===== src/rtl/core/triangle_mean_color_top_macros.svh =====
// assertion macros for the triangle mean color block
// expects clk and rst_n in the scope of the module that includes it
`ifndef TRIANGLE_MEAN_COLOR_TOP_MACROS_SVH
`define TRIANGLE_MEAN_COLOR_TOP_MACROS_SVH

// same-cycle implication
`define TMC_CHECK(label, ante, cons, msg) \
  label: assert property (@(posedge clk) disable iff (!rst_n) (ante) |-> (cons)) \
    else $error(msg);

// next-cycle implication
`define TMC_CHECK_NEXT(label, ante, cons, msg) \
  label: assert property (@(posedge clk) disable iff (!rst_n) (ante) |=> (cons)) \
    else $error(msg);

`endif


===== src/rtl/core/tmc_pkg.sv =====
// shared constants, types and helper functions for the triangle mean color block
// no dependencies
`default_nettype none

package tmc_pkg;

  localparam int FIELD_W        = 12;
  localparam int COORD_BITS_DEF = 12;
  localparam int COLOR_W        = 8;
  localparam int SUM_W          = 32;
  localparam int TALLY_W        = 25;
  localparam int DIFF_W         = FIELD_W + 1;
  localparam int PROD_W         = 2 * DIFF_W;
  localparam int NCH            = 3;
  localparam int MUL_STEPS      = 6;
  localparam int CFG_IDX_W      = 3;

  localparam int CH_RED   = 0;
  localparam int CH_GREEN = 1;
  localparam int CH_BLUE  = 2;

  typedef logic [FIELD_W-1:0]         coord_t;
  typedef logic [COLOR_W-1:0]         color_t;
  typedef logic [SUM_W-1:0]           sum_t;
  typedef logic [TALLY_W-1:0]         tally_t;
  typedef logic [CFG_IDX_W-1:0]       cfg_idx_t;
  typedef logic signed [DIFF_W-1:0]   diff_t;
  typedef logic [NCH-1:0][SUM_W-1:0]  chan_sums_t;
  typedef logic [NCH-1:0][COLOR_W-1:0] chan_means_t;

  localparam cfg_idx_t REG_VA_X = 3'd0;
  localparam cfg_idx_t REG_VA_Y = 3'd1;
  localparam cfg_idx_t REG_VB_X = 3'd2;
  localparam cfg_idx_t REG_VB_Y = 3'd3;
  localparam cfg_idx_t REG_VC_X = 3'd4;
  localparam cfg_idx_t REG_VC_Y = 3'd5;

  typedef struct packed {
    logic  valid;
    logic  second;
    diff_t a;
    diff_t b;
  } mac_req_t;

  typedef struct packed {
    logic valid;
    logic neg;
    logic pos;
  } mac_rsp_t;

  typedef struct packed {
    logic busy;
    logic done;
  } div_status_t;

  function automatic diff_t cdiff(coord_t u, coord_t v);
    return $signed({1'b0, u}) - $signed({1'b0, v});
  endfunction

  function automatic coord_t min3(coord_t a, coord_t b, coord_t c);
    coord_t m;
    m = (a < b) ? a : b;
    return (m < c) ? m : c;
  endfunction

  function automatic coord_t max3(coord_t a, coord_t b, coord_t c);
    coord_t m;
    m = (a > b) ? a : b;
    return (m > c) ? m : c;
  endfunction

  function automatic sum_t sat_add(sum_t s, color_t v);
    logic [SUM_W:0] t;
    t = {1'b0, s} + (SUM_W+1)'(v);
    return t[SUM_W] ? '1 : t[SUM_W-1:0];
  endfunction

endpackage

`default_nettype wire


===== src/rtl/core/tmc_mac.sv =====
// shared multiplier with product register and edge-value subtract
// depends on tmc_pkg
`default_nettype none

module tmc_mac (
  input  wire              clk,
  input  wire              rst_n,
  input  tmc_pkg::mac_req_t req,
  output tmc_pkg::mac_rsp_t rsp
);
  import tmc_pkg::*;

  logic                     pvalid_r;
  logic                     psecond_r;
  logic signed [PROD_W-1:0] prod_r;
  logic signed [PROD_W-1:0] first_r;
  logic signed [PROD_W:0]   edge_val;

  always_ff @(posedge clk) begin
    if (!rst_n) begin
      pvalid_r  <= 1'b0;
      psecond_r <= 1'b0;
    end else begin
      pvalid_r  <= req.valid;
      psecond_r <= req.second;
    end
  end

  always_ff @(posedge clk) begin
    prod_r <= req.a * req.b;
    if (pvalid_r && !psecond_r) begin
      first_r <= prod_r;
    end
  end

  assign edge_val  = {first_r[PROD_W-1], first_r} - {prod_r[PROD_W-1], prod_r};
  assign rsp.valid = pvalid_r & psecond_r;
  assign rsp.neg   = edge_val[PROD_W];
  assign rsp.pos   = !edge_val[PROD_W] && (edge_val != '0);

endmodule

`default_nettype wire


===== src/rtl/core/tmc_div.sv =====
// iterative divider, one compare-subtract per cycle, clamps quotients at 255
// depends on tmc_pkg
`default_nettype none

module tmc_div (
  input  wire                   clk,
  input  wire                   rst_n,
  input  wire                   start,
  input  tmc_pkg::chan_sums_t   dividend,
  input  tmc_pkg::tally_t       divisor,
  output tmc_pkg::div_status_t  status,
  output tmc_pkg::chan_means_t  quot
);
  import tmc_pkg::*;

  localparam int DIVW = SUM_W + 2;

  logic              busy_r;
  logic              done_r;
  logic [1:0]        ch_r;
  logic [3:0]        k_r;
  sum_t              rem_r;
  color_t            q_r;
  chan_means_t       quot_r;
  logic [DIVW-1:0]   shifted;
  logic [DIVW-1:0]   diff;
  logic              ge;
  logic              clamp;
  logic              chan_end;
  logic              last_ch;
  logic [1:0]        ch_next;
  color_t            q_set;

  assign shifted  = DIVW'(divisor) << k_r;
  assign ge       = {2'b00, rem_r} >= shifted;
  assign diff     = {2'b00, rem_r} - shifted;
  assign clamp    = (k_r == 4'(COLOR_W)) && ge;
  assign chan_end = clamp || (k_r == 4'd0);
  assign last_ch  = (ch_r == 2'(NCH-1));
  assign ch_next  = ch_r + 2'd1;
  assign q_set    = q_r | (COLOR_W'(ge) << k_r);

  always_ff @(posedge clk) begin
    if (!rst_n) begin
      busy_r <= 1'b0;
      done_r <= 1'b0;
      ch_r   <= 2'd0;
      k_r    <= 4'(COLOR_W);
    end else begin
      done_r <= 1'b0;
      if (start) begin
        busy_r <= 1'b1;
        ch_r   <= 2'd0;
        k_r    <= 4'(COLOR_W);
      end else if (busy_r) begin
        if (chan_end) begin
          if (last_ch) begin
            busy_r <= 1'b0;
            done_r <= 1'b1;
          end else begin
            ch_r <= ch_next;
            k_r  <= 4'(COLOR_W);
          end
        end else begin
          k_r <= k_r - 4'd1;
        end
      end
    end
  end

  always_ff @(posedge clk) begin
    if (start) begin
      rem_r <= dividend[0];
      q_r   <= '0;
    end else if (busy_r) begin
      if (chan_end) begin
        quot_r[ch_r] <= clamp ? '1 : q_set;
        q_r          <= '0;
        if (!last_ch) begin
          rem_r <= dividend[ch_next];
        end
      end else begin
        q_r <= q_set;
        if (ge) begin
          rem_r <= diff[SUM_W-1:0];
        end
      end
    end
  end

  assign status.busy = busy_r;
  assign status.done = done_r;
  assign quot        = quot_r;

endmodule

`default_nettype wire


===== src/rtl/core/triangle_mean_color_top.sv =====
// triangle mean color: coverage test, running sums and per-channel means
// depends on tmc_pkg, tmc_mac, tmc_div and triangle_mean_color_top_macros.svh
//
//   channel | direction | handshake           | payload
//   in      | input     | in_valid/in_ready   | pixel position, colors, last marker
//   out     | output    | out_valid/out_ready | three means, count, empty flag
//   cfg     | input     | cfg_valid/cfg_ready | register index and vertex coordinate
//
// a pixel is taken in, then six products go through the one multiplier, then
// its product register drains and the sums update; a last pixel then passes
// through the divider channel by channel and then loads the result register
// reset is synchronous and clears vertices, sums and count; cfg_ready is always high
// a waiting result holds the block before the next result is loaded, not before input
`default_nettype none
`include "triangle_mean_color_top_macros.svh"

module triangle_mean_color_top #(
  parameter int COORD_BITS = tmc_pkg::COORD_BITS_DEF
) (
  input  wire                        clk,
  input  wire                        rst_n,
  input  wire                        in_valid,
  output logic                       in_ready,
  input  wire  [tmc_pkg::FIELD_W-1:0] in_pixel_x,
  input  wire  [tmc_pkg::FIELD_W-1:0] in_pixel_y,
  input  wire  [tmc_pkg::COLOR_W-1:0] in_red_in,
  input  wire  [tmc_pkg::COLOR_W-1:0] in_green_in,
  input  wire  [tmc_pkg::COLOR_W-1:0] in_blue_in,
  input  wire                        in_last_pixel,
  output logic                       out_valid,
  input  wire                        out_ready,
  output logic [tmc_pkg::COLOR_W-1:0] out_mean_red,
  output logic [tmc_pkg::COLOR_W-1:0] out_mean_green,
  output logic [tmc_pkg::COLOR_W-1:0] out_mean_blue,
  output logic [tmc_pkg::TALLY_W-1:0] out_covered_count,
  output logic                       out_empty_flag,
  input  wire                        cfg_valid,
  output logic                       cfg_ready,
  input  wire  [tmc_pkg::CFG_IDX_W-1:0] cfg_index,
  input  wire  [tmc_pkg::FIELD_W-1:0] cfg_data
);
  import tmc_pkg::*;

  localparam int CW = (COORD_BITS < FIELD_W) ? COORD_BITS : FIELD_W;

  typedef enum logic [3:0] {
    ST_IDLE   = 4'b0001,
    ST_EDGE   = 4'b0010,
    ST_DIVIDE = 4'b0100,
    ST_RESULT = 4'b1000
  } state_t;

  state_t        state_r, state_nxt;
  logic [2:0]    mstep_r;
  logic          neg_r, pos_r;
  logic [CW-1:0] vax_r, vay_r, vbx_r, vby_r, vcx_r, vcy_r;
  logic [CW-1:0] px_r, py_r;
  color_t        red_r, green_r, blue_r;
  logic          last_r;
  sum_t          red_sum_r, green_sum_r, blue_sum_r;
  sum_t          red_sum_nxt, green_sum_nxt, blue_sum_nxt;
  tally_t        tally_r, tally_nxt;
  logic          out_valid_r;
  color_t        out_red_r, out_green_r, out_blue_r;
  tally_t        out_count_r;
  logic          out_empty_r;

  mac_req_t      mac_req;
  mac_rsp_t      mac_rsp;
  div_status_t   div_st;
  chan_means_t   div_quot;
  chan_sums_t    div_dividend;
  logic          div_start;

  logic          in_acc;
  logic          edge_done;
  logic          out_free;
  logic          neg_all, pos_all;
  logic          in_box;
  logic          covered;
  logic [1:0]    eidx;
  coord_t        ax, ay, bx, by, pxw, pyw;
  coord_t        vxa, vya, vxb, vyb, vxc, vyc;

  assign in_ready  = (state_r == ST_IDLE);
  assign cfg_ready = 1'b1;
  assign in_acc    = in_valid && in_ready;
  assign edge_done = (state_r == ST_EDGE) && (mstep_r == 3'(MUL_STEPS));
  assign out_free  = !out_valid_r || out_ready;

  // vertex registers
  always_ff @(posedge clk) begin
    if (!rst_n) begin
      vax_r <= '0;
      vay_r <= '0;
      vbx_r <= '0;
      vby_r <= '0;
      vcx_r <= '0;
      vcy_r <= '0;
    end else if (cfg_valid && cfg_ready) begin
      unique case (cfg_index)
        REG_VA_X: vax_r <= cfg_data[CW-1:0];
        REG_VA_Y: vay_r <= cfg_data[CW-1:0];
        REG_VB_X: vbx_r <= cfg_data[CW-1:0];
        REG_VB_Y: vby_r <= cfg_data[CW-1:0];
        REG_VC_X: vcx_r <= cfg_data[CW-1:0];
        REG_VC_Y: vcy_r <= cfg_data[CW-1:0];
        default: ;
      endcase
    end
  end

  // pixel capture
  always_ff @(posedge clk) begin
    if (in_acc) begin
      px_r    <= in_pixel_x[CW-1:0];
      py_r    <= in_pixel_y[CW-1:0];
      red_r   <= in_red_in;
      green_r <= in_green_in;
      blue_r  <= in_blue_in;
      last_r  <= in_last_pixel;
    end
  end

  assign vxa = coord_t'(vax_r);
  assign vya = coord_t'(vay_r);
  assign vxb = coord_t'(vbx_r);
  assign vyb = coord_t'(vby_r);
  assign vxc = coord_t'(vcx_r);
  assign vyc = coord_t'(vcy_r);
  assign pxw = coord_t'(px_r);
  assign pyw = coord_t'(py_r);

  // operand select for the shared multiplier
  assign eidx = mstep_r[2:1];

  always_comb begin
    unique case (eidx)
      2'd0: begin
        ax = vxa; ay = vya; bx = vxb; by = vyb;
      end
      2'd1: begin
        ax = vxb; ay = vyb; bx = vxc; by = vyc;
      end
      default: begin
        ax = vxc; ay = vyc; bx = vxa; by = vya;
      end
    endcase
  end

  always_comb begin
    mac_req.valid  = (state_r == ST_EDGE) && (mstep_r < 3'(MUL_STEPS));
    mac_req.second = mstep_r[0];
    mac_req.a      = mstep_r[0] ? cdiff(ax, bx) : cdiff(pxw, bx);
    mac_req.b      = mstep_r[0] ? cdiff(pyw, by) : cdiff(ay, by);
  end

  tmc_mac u_mac (
    .clk   (clk),
    .rst_n (rst_n),
    .req   (mac_req),
    .rsp   (mac_rsp)
  );

  // coverage decision
  assign neg_all = neg_r || (mac_rsp.valid && mac_rsp.neg);
  assign pos_all = pos_r || (mac_rsp.valid && mac_rsp.pos);
  assign in_box  = (pxw >= min3(vxa, vxb, vxc)) && (pxw <= max3(vxa, vxb, vxc)) &&
                   (pyw >= min3(vya, vyb, vyc)) && (pyw <= max3(vya, vyb, vyc));
  assign covered = in_box && !(neg_all && pos_all);

  always_comb begin
    red_sum_nxt   = red_sum_r;
    green_sum_nxt = green_sum_r;
    blue_sum_nxt  = blue_sum_r;
    tally_nxt     = tally_r;
    if (edge_done && covered) begin
      red_sum_nxt   = sat_add(red_sum_r, red_r);
      green_sum_nxt = sat_add(green_sum_r, green_r);
      blue_sum_nxt  = sat_add(blue_sum_r, blue_r);
      if (tally_r != '1) begin
        tally_nxt = tally_r + 1'b1;
      end
    end else if ((state_r == ST_RESULT) && out_free) begin
      red_sum_nxt   = '0;
      green_sum_nxt = '0;
      blue_sum_nxt  = '0;
      tally_nxt     = '0;
    end
  end

  // divider
  assign div_start = edge_done && last_r;

  always_comb begin
    div_dividend[CH_RED]   = red_sum_nxt;
    div_dividend[CH_GREEN] = green_sum_nxt;
    div_dividend[CH_BLUE]  = blue_sum_nxt;
  end

  tmc_div u_div (
    .clk      (clk),
    .rst_n    (rst_n),
    .start    (div_start),
    .dividend (div_dividend),
    .divisor  (tally_nxt),
    .status   (div_st),
    .quot     (div_quot)
  );

  // sequencer
  always_comb begin
    state_nxt = state_r;
    unique case (state_r)
      ST_IDLE:   if (in_acc) state_nxt = ST_EDGE;
      ST_EDGE:   if (edge_done) state_nxt = last_r ? ST_DIVIDE : ST_IDLE;
      ST_DIVIDE: if (div_st.done) state_nxt = ST_RESULT;
      ST_RESULT: if (out_free) state_nxt = ST_IDLE;
      default:   state_nxt = ST_IDLE;
    endcase
  end

  always_ff @(posedge clk) begin
    if (!rst_n) begin
      state_r     <= ST_IDLE;
      mstep_r     <= 3'd0;
      neg_r       <= 1'b0;
      pos_r       <= 1'b0;
      red_sum_r   <= '0;
      green_sum_r <= '0;
      blue_sum_r  <= '0;
      tally_r     <= '0;
      out_valid_r <= 1'b0;
    end else begin
      state_r     <= state_nxt;
      red_sum_r   <= red_sum_nxt;
      green_sum_r <= green_sum_nxt;
      blue_sum_r  <= blue_sum_nxt;
      tally_r     <= tally_nxt;
      if (in_acc) begin
        mstep_r <= 3'd0;
        neg_r   <= 1'b0;
        pos_r   <= 1'b0;
      end else if (state_r == ST_EDGE) begin
        mstep_r <= mstep_r + 3'd1;
        neg_r   <= neg_all;
        pos_r   <= pos_all;
      end
      if ((state_r == ST_RESULT) && out_free) begin
        out_valid_r <= 1'b1;
      end else if (out_ready) begin
        out_valid_r <= 1'b0;
      end
    end
  end

  // result register
  always_ff @(posedge clk) begin
    if ((state_r == ST_RESULT) && out_free) begin
      out_empty_r <= (tally_r == '0);
      out_count_r <= tally_r;
      out_red_r   <= (tally_r == '0) ? '0 : div_quot[CH_RED];
      out_green_r <= (tally_r == '0) ? '0 : div_quot[CH_GREEN];
      out_blue_r  <= (tally_r == '0) ? '0 : div_quot[CH_BLUE];
    end
  end

  assign out_valid         = out_valid_r;
  assign out_mean_red      = out_red_r;
  assign out_mean_green    = out_green_r;
  assign out_mean_blue     = out_blue_r;
  assign out_covered_count = out_count_r;
  assign out_empty_flag    = out_empty_r;

  `TMC_CHECK(a_div_in_divide, div_st.busy, state_r == ST_DIVIDE, "divider busy outside divide")
  `TMC_CHECK(a_sums_clear, tally_r == '0, red_sum_r == '0 && green_sum_r == '0 && blue_sum_r == '0, "sums nonzero with zero count")
  `TMC_CHECK(a_empty_result, out_valid_r && out_empty_r, out_count_r == '0 && out_red_r == '0 && out_green_r == '0 && out_blue_r == '0, "empty result not zero")
  `TMC_CHECK_NEXT(a_accept_start, in_valid && in_ready, state_r == ST_EDGE && mstep_r == 3'd0, "pixel transaction did not start edge pass")

endmodule

`default_nettype wire

===== config.mk =====
export PLATFORM = sky130hd
export DESIGN_NAME = triangle_mean_color_top
export DESIGN_NICKNAME = d
export VERILOG_FILES = /design/src/rtl/core/tmc_pkg.sv /design/src/rtl/core/tmc_mac.sv /design/src/rtl/core/tmc_div.sv /design/src/rtl/core/triangle_mean_color_top.sv
export VERILOG_INCLUDE_DIRS = /design/src /design/src/rtl/core
export SDC_FILE = /design/constraint.sdc
export NUM_CORES = 2
export LEC_CHECK = 0
export BUFFER_PORTS_ARGS = -buffer_cell sky130_fd_sc_hd__clkbuf_2
export CORE_MARGIN = 2
export CORE_UTILIZATION = 39
export DETAILED_ROUTE_END_ITERATION = 10
export PLACE_DENSITY = 0.63
export RECOVER_POWER = 50
export SYNTH_ARGS = -nofsm -noshare
export SYNTH_HDL_FRONTEND = slang
export SYNTH_SLANG_ARGS = --single-unit

===== constraint.sdc =====
create_clock -name clk -period 28.4 [get_ports clk]
set_input_delay 7.1 -clock clk [delete_from_list [all_inputs] [get_ports clk]]
set_output_delay 7.1 -clock clk [all_outputs]
set_load 0.02 [all_outputs]

==> reports/qor.yml <==
period_needed_ns: 15.78
cts_buffer_depth: 3
grt_max_degree: 82
drive_above_1_share_pct: 7.18
powerDensity_nw_per_um2: 94.1
timing.rr.end: "u_div.quot[19]$_DFFE_PP_"
grt.total_usage_pct: 21.6
cts_root_buffer: "clkbuf_16"
worst_r2r_path_depth: 50
hold_path_depth: 0
yosysWarnings: 0
drc_errors: 0
grt_pass1_wl_microns: 164000
grt_pass1_vias: 29400
setup.worst_path.start_class: "primary input"
yosys-top-cells-area: "edfxtp_1 15%, dfxtp_1 14%, ha_1 10%, fa_1 9.5%, nand2_1 5.3%"
initial_core_util_pct: 39.2
netlist_area_sq_um: 35800
violations: "max-capacitance violations, max-slew violations"
grt_setup_unrepaired: "no"
finalSetupTns_ns: 0
via_count: 30400
power_mw: 3.69
r2r_start: "vbx_r[1]$_SDFFE_PN0P_"
hp-class: "reg -> reg"
vdd_drop_max_uv: 119
row_count: 111
nets: 4700
post-synth-top-count-cell: "nand2_1"
cp_max_fo: 59
worstSetupEndpointType: "register"
io_pins: 122
wirelength_microns: 103000
cp_top_family: "simple AND/OR/NAND/NOR gates"
cp_slowest_cell: "clkinvlp_2"
cts-hold-fix-buffers: 0
min_from: "u_mac.prod_r[15]$_DFF_P_"
place_hpwl_microns: 77600
setup_viol: 0
nFillCells: 9097
synth_edf_count: 181
synthCells: 4144
die_area_sq_um: 94300
finalClockSkew_ns: 0.0447
synth_flop_cell: "dfxtp_1"
max_stage_delay_ns: 2.10
ys_seq_elements: 428
grt-ovfl-total: 0
synth_top_area_share_pct: 15.2
clk_pin_slew_ns: 0.06
cp.arrival_ns: 16.07
pre_cts_ws_ns: 14.41
cts_sinks: 428
antenna_left: 0
yosysSeqAreaShare_pct: 29.0
yosysUniqueCellTypes: 97
post-route-period-util_pct: 55.6
holdPathEnd: "u_mac.first_r[15]$_DFFE_PP_"
vias_per_cell: 5.63
hold_viol_final: 0
ys_top_cells_by_count: "508 x nand2_1, 345 x a21oi_1, 326 x inv_1"
cts_buffers: 51
cap_violations: 6
htreeDepth: 2
synth.avg_cell_area_sq_um: 8.64
syn_nets: 4681
core_sq_um: 91400
cts_tree: "built"
postSynth.asyncResetShare_pct: 0
setup_ws_ns: 12.62
die_w_microns: 307
path_buf_inv: 2
relSlewSlack_pct: -141
crit_type: "in -> reg"
io_buffers: 120
status: "finished with violations"
area.growth.synth_to_final_pct: 9.57
synth_area_leader_cell: "edfxtp_1"
gp_congestion: 0.934
max_slew.worst_pin.slew_ns: 3.61
routedWlPerCell_microns: 19.1
die_h_microns: 307
fmax_mhz: 63.4
antenna_found_initial: 0
p_leak_nw: 16.0
ff2ff_setup_slack_ns: 14.88
dr.pass1.iters: 5
cp.required_ns: 28.69
ctsResizeCount: 0
cts_setup_buffers: 0
first_iter_violations: 2477
slew_violations: 273
diodes: 0
clkLatencyLatePin_ns: 0.64
-- cell type report --
type / instances / area [sq um] / area share [%]
Clock buffer: 70 / 1490 / 3.80
Clock inverter: 26 / 383 / 0.976
Inverter: 330 / 1240 / 3.16
Multi-Input combinational cell: 3183 / 23400 / 59.6
Sequential cell: 428 / 10400 / 26.5
Tap cell: 1186 / 1480 / 3.78
Timing Repair Buffer: 169 / 860 / 2.19
-- state kept, by name (all words and copies together), names as in the netlist, 24 cells and up --
register / flops
blue_sum_r: 32
green_sum_r: 32
red_sum_r: 32
u_div.rem_r: 32
u_mac.first_r: 26
u_mac.prod_r: 26
out_covered_count: 25
tally_r: 25
u_div.quot: 24
-- power breakdown --
group | internal [mW] | total (mW) | switching, mW | leakage [nW]
combinational | 1.02 | 2.25 | 1.23 | 11.4
sequential | 0.706 | 0.726 | 0.0204 | 3.69
clock | 0.436 | 0.721 | 0.284 | 0.912
total | 2.16 | 3.69 | 1.54 | 16.0
-- cell usage in the layout (no fill, tap or decap), types with 54 or more instances in the layout --
cell type / n
a21o_1: 77
a21oi_1: 345
a31oi_1: 59
and2_1: 91
and3_1: 56
clkbuf_1: 81
clkbuf_16: 54
clkbuf_2: 54
dfxtp_1: 246
edfxtp_1: 181
fa_1: 170
ha_1: 298
inv_1: 324
mux2_2: 58
mux2i_1: 150
nand2_1: 508
nand3_1: 71
nor2_1: 299
nor2b_1: 73
nor3_1: 64
o21ai_0: 187
xnor2_1: 82
-- metrics by stage --
step | util [%] | std cells | hold WS, ns | area, sq um
CTS | 43.1 | 5392 | 0.428 | 39400
floorplan | - | 4144 | 0.403 | 35800
global route | 42.9 | 5392 | 0.435 | 39200
finish | 42.9 | 5392 | 0.427 | 39200
global placement | 41.0 | 5296 | 0.412 | 37500
detailed placement | 41.0 | 5296 | 0.413 | 37500
-- per-layer routing --
layer  global-route usage, %  part of all wire, %  vias to the layer above
met1                    30.3                   46                    14400
met5                       0                    0                        -
met4                    6.02                  2.6                        0
met2                    35.0                   45                      999
li1                        -                    -                    14700
met3                    2.79                  6.2                      174
-- how the worst max path moves through the flow --
| stage | startpoint | to | slack [ns] | depth (start not counted) |
|---|---|---|---|---|
| finish | out_ready | u_div.quot[19]$_DFFE_PP_ | 12.62 | 25 |
| detailed placement | out_ready | u_div.quot[19]$_DFFE_PP_ | 14.41 | 22 |
| floorplan | out_ready | u_div.rem_r[0]$_DFFE_PP_ | 14.56 | 26 |
| CTS | out_ready | u_div.quot[17]$_DFFE_PP_ | 15.08 | 22 |
| global placement | out_ready | u_div.quot[19]$_DFFE_PP_ | 14.56 | 22 |
| global route | out_ready | u_div.quot[19]$_DFFE_PP_ | 11.69 | 25 |
-- logic make-up after synthesis --
kind of cell / after synthesis / synth area share [%]
mux: 209 / 6.08
buf+inv: 533 / 5.78
other cells: 1 / 0.0105
flops: 428 / 29.0
fa+ha+maj: 468 / 19.9
xor+xnor: 113 / 2.76
simple gates: 1377 / 18.3
compound gates: 1015 / 18.2
Note: power is estimated with default switching activity, not from simulation.
